<file path="config.mk">
export PLATFORM = sky130hd
export DESIGN_NAME = scmm_ram
export DESIGN_NICKNAME = d
export VERILOG_FILES = /design/src/rtl/core/scmm_ram.sv
export SDC_FILE = /design/constraint.sdc
export NUM_CORES = 2
export LEC_CHECK = 0
export BUFFER_PORTS_ARGS = -buffer_cell sky130_fd_sc_hd__clkbuf_2
export CAP_MARGIN = 30
export CORE_UTILIZATION = 60
export DETAILED_ROUTE_END_ITERATION = 12
export PLACE_DENSITY = 0.87
export RECOVER_POWER = 50
export SETUP_SLACK_MARGIN = 0.5
export SLEW_MARGIN = 10
export SYNTH_ARGS = -nofsm -noshare
export SYNTH_HDL_FRONTEND = slang
export SYNTH_SLANG_ARGS = --single-unit
export TNS_END_PERCENT = 20
</file>
<file path="constraint.sdc">
create_clock -name clk -period 4.1 [get_ports clk]
set_clock_uncertainty 0.05 [all_clocks]
set_input_delay 0.41 -clock clk [delete_from_list [all_inputs] [get_ports clk]]
set_output_delay 0.41 -clock clk [all_outputs]
set_load 0.01 [all_outputs]
</file>
<file path="src/rtl/core/scmm_ram.sv">
// Generic single-write, single-read RAM with registered read data
`timescale 1ns / 1ps
`default_nettype none
module scmm_ram #(
  parameter int WIDTH = 32,
  parameter int DEPTH = 64
) (
  input  wire logic                                   clk,
  input  wire logic                                   we,
  input  wire logic [(DEPTH > 1 ? $clog2(DEPTH) : 1)-1:0] waddr,
  input  wire logic [WIDTH-1:0]                       wdata,
  input  wire logic [(DEPTH > 1 ? $clog2(DEPTH) : 1)-1:0] raddr,
  output logic      [WIDTH-1:0]                       rdata
);

  logic [WIDTH-1:0] mem_r [DEPTH];

  always_ff @(posedge clk) begin
    if (we) begin
      mem_r[waddr] <= wdata;
    end
    rdata <= mem_r[raddr];
  end

endmodule
`default_nettype wire

</file>
==> reports/results.md <==
| Item | Reported |
|:---|:---|
| Status | finished, violations left |
| Failing checks | max-capacitance violations, max-slew violations |
| Wire length of the first global-routing pass | 326700 um |
| Dominant register cell in the synthesized netlist | sky130_fd_sc_hd__edfxtp_1 |
| Data arrival time of the critical path | 3590 ps |
| Post-placement worst setup slack | 452.1 ps |
| LEAKAGE | 27.69 nW |
| Syn Std Cell Area | 78520 um2 |
| Ports | 78 |
| Portion of the clock cycle consumed by the worst path in the final layout | 83.14% |
| Final Max Tran Viols | 1948 |
| Fill count | 6934 |
| Cells on worst reg2reg path | 4 |
| Final WS setup | 691.2 ps |
| Hold/Removal Path Class | in2reg |
| Start point of the critical path | wdata[9] |
| Max Clock Freq | 0.2934 GHz |
| Count of maximum capacitance violations | 39 |
| Mean routed wirelength per cell | 42.87 um |
| Total instance count after detailed placement | 5165 |
| Largest voltage drop on the vdd net | 0.0004350 V |
| TritonCTS clock tree | done |
| Sink Count | 2080 |
| Number of distinct library cells after synthesis | 34 |
| Yosys top cell by area | sky130_fd_sc_hd__edfxtp_1 |
| Multi-input combinational cell area | 15960 um2 |
| Number of placement rows | 132 |
| Maximum number of pins on one net before global-route repair | 68 |
| Number of warnings printed during yosys synthesis | 0 |
| Floorplan die area | 132300 um2 |
| Setup TNS | 0 ps |
| Clock-pin slew on the worst setup and hold paths | 60 ps |
| Count of state elements after synthesis | 2080 |
| CP Data Required Time | 4280 ps |
| Setup violations, final | 0 |
| Leading cell type in the layout, fill and taps excluded | sky130_fd_sc_hd__edfxtp_1 |
| Sequential standard cell area | 62140 um2 |
| Post-Layout Cell Count | 5517 |
| Global Route Usage Sum | 36.38% |
| Routed Wire Length | 236500 um |
| Avg Cell Area, Syn | 23.62 um2 |
| Hold Path Cell Cnt | 1 |
| TritonRoute pass-1 iters | 6 |
| Initial Util | 60.56% |
| Clock root buffer master | sky130_fd_sc_hd__clkbuf_16 |
| Placed wire-length estimate after detailed placement | 120800 um |
| Normalized max-slew margin | -127.8% |
| Post-synth ARST share | 0% |
| Post-Synthesis Cells | 3324 |
| Pwr per Cell Area | 495.4 nW/um2 |
| Clock latency on the worst-skew pair | 850 ps |
| Critical register-to-register path startpoint | mem_r[18][18]$_DFFE_PP_ |
| Final total power | 43.96 mW |
| Worst Path Class, Setup | in2reg |
| TritonCTS buffer count | 187 |
| Horizontal extent of the die | 363.7 um |
| Vias after detailed routing | 41519 |
| Fraction of final layout cells sized beyond drive strength 1 | 29.21% |
| Highest-count cells in the layout ignoring fill and taps | sky130_fd_sc_hd__edfxtp_1 (2048), sky130_fd_sc_hd__mux4_2 (544), sky130_fd_sc_hd__clkbuf_16 (188), sky130_fd_sc_hd__buf_4 (131), sky130_fd_sc_hd__clkbuf_1 (100) |
| Hold Startpoint | wdata[11] |
| Yosys top cell area share | 78.33% |
| Die height | 363.7 um |
| Total number of nets in the final design | 3663 |
| Buffers from clock root to sink, at most | 3 |
| Initial antenna violation count | 16 |
| Total congestion overflow | 0 |
| Post-Route Utilization | 68.45% |
| Core Box Area | 129600 um2 |
| Number of flops mapped to enable cells by yosys | 2048 |
| Worst slew pin tran | 3417 ps |
| Sequential area share after synthesis | 79.14% |
| Element type at the critical path end | flip-flop |
| Number of hold-slack violations in the final timing report | 0 |
| Unrepaired setup endpoints after global routing | no |
| IO buf count | 77 |
| Residual antenna-violating net count after detailed routing | 0 |
| Highest fanout seen on the critical path | 51 |
| Vias in the first global route | 41929 |
| Minimum period implied by the final worst setup slack | 3409 ps |
| Final estimated routing congestion in global placement | 0.8697 |
| Post-synth net total | 3370 |
| Area growth from synthesis to layout | 13.02% |
| Cell types with the largest area share after synthesis | sky130_fd_sc_hd__edfxtp_1 (78%), sky130_fd_sc_hd__mux4_2 (16%), sky130_fd_sc_hd__mux2i_1 (1.2%), sky130_fd_sc_hd__dfxtp_1 (0.82%), sky130_fd_sc_hd__o22ai_1 (0.67%) |
| Per-cell via count in the routed design | 7.526 |
| First DRT Iteration DRCs | 8593 |
| Crit path launch type | input pin |
| CTS H-Tree Depth | 4 |
| Remaining DRCs | 0 |
==> cell usage after synthesis, drive strengths merged (15+ instances only) <==
| cell type | instances |
|---|---|
| dfxtp | 32 |
| mux4 | 544 |
| o22ai | 84 |
| a21oi | 62 |
| edfxtp | 2048 |
| nor2b | 15 |
| clkbuf | 74 |
| buf | 108 |
| nand2 | 26 |
| o221ai | 27 |
| mux2i | 93 |
| nor2 | 137 |
==> what timing repair did <==
item | 4_1_cts | 5_1_grt
resized for setup | 0 | 0
hold endpoints to repair | 75 | 0
buffers inserted | 0 | 0
hold buffers | 5 | 0
==> state kept, by name, summed over array words and instances, names as in the netlist <==
register	count
mem_r	2048
rdata	32
==> through the flow <==
| stage | hold WS (ps) | area, um2 |
|---|---|---|
| final | 170.8 | 88740 |
| after CTS | 35.07 | 88990 |
| after global routing | 189.6 | 88740 |
| after global placement | 663.8 | 82700 |
| after floorplan | 458.9 | 78520 |
| after detailed placement | 697.8 | 82830 |
==> worst paths after layout <==
path	end	slack, ps
setup / recovery	mem_r[5][9]$_DFFE_PP_	690
hold / removal	mem_r[6][11]$_DFFE_PP_	170
setup reg to reg	rdata[18]$_DFF_P_	1420
hold reg to reg	rdata[20]$_DFF_P_	750
==> layer usage <==
metal | share of wire [%] | GRT usage (%) | wire length (um) | vias up
li1 | - | - | - | 14829
met1 | 29 | 44.99 | 69240 | 20788
met2 | 47 | 57.17 | 112300 | 4715
met3 | 15 | 10.18 | 35330 | 1169
met4 | 8.3 | 23.31 | 19520 | 18
met5 | 0.045 | 0 | 106 | -
==> area by class of cell <==
| cell class | count | area share, % |
|---|---|---|
| well taps | 1742 | 2.456 |
| clock buffers | 247 | 5.675 |
| clock inverters | 98 | 1.206 |
| multi-input cells | 1062 | 17.98 |
| diodes | 2 | 0.005640 |
| repair buffers | 286 | 2.648 |
| flip-flops and latches | 2080 | 70.03 |
==> critical path, stage by stage <==
cell and delay, ps:
sky130_fd_sc_hd__dlygate4sd3_1 540, sky130_fd_sc_hd__clkbuf_1 560, sky130_fd_sc_hd__clkbuf_1 2010
==> cells by family (layout without fill, tap and decap cells) <==
logic type	Yosys count	count (layout)	share of synthesized area, %
multiplexers	637	637	16.79
AND/OR/NAND/NOR	223	223	1.265
AO/OA/AOI/OAI	202	202	1.673
buffers and inverters	182	631	1.128
other	0	2	0
flip-flops	2080	2080	79.14
==> power by group <==
| group | internal [mW] | total (mW) | switching [mW] |
|---|---|---|---|
| Combinational | 0.818 | 2.35 | 1.53 |
| Sequential | 23.6 | 23.7 | 0.123 |
| Clock | 9.73 | 17.9 | 8.18 |
(Power assumes the default switching activity.)
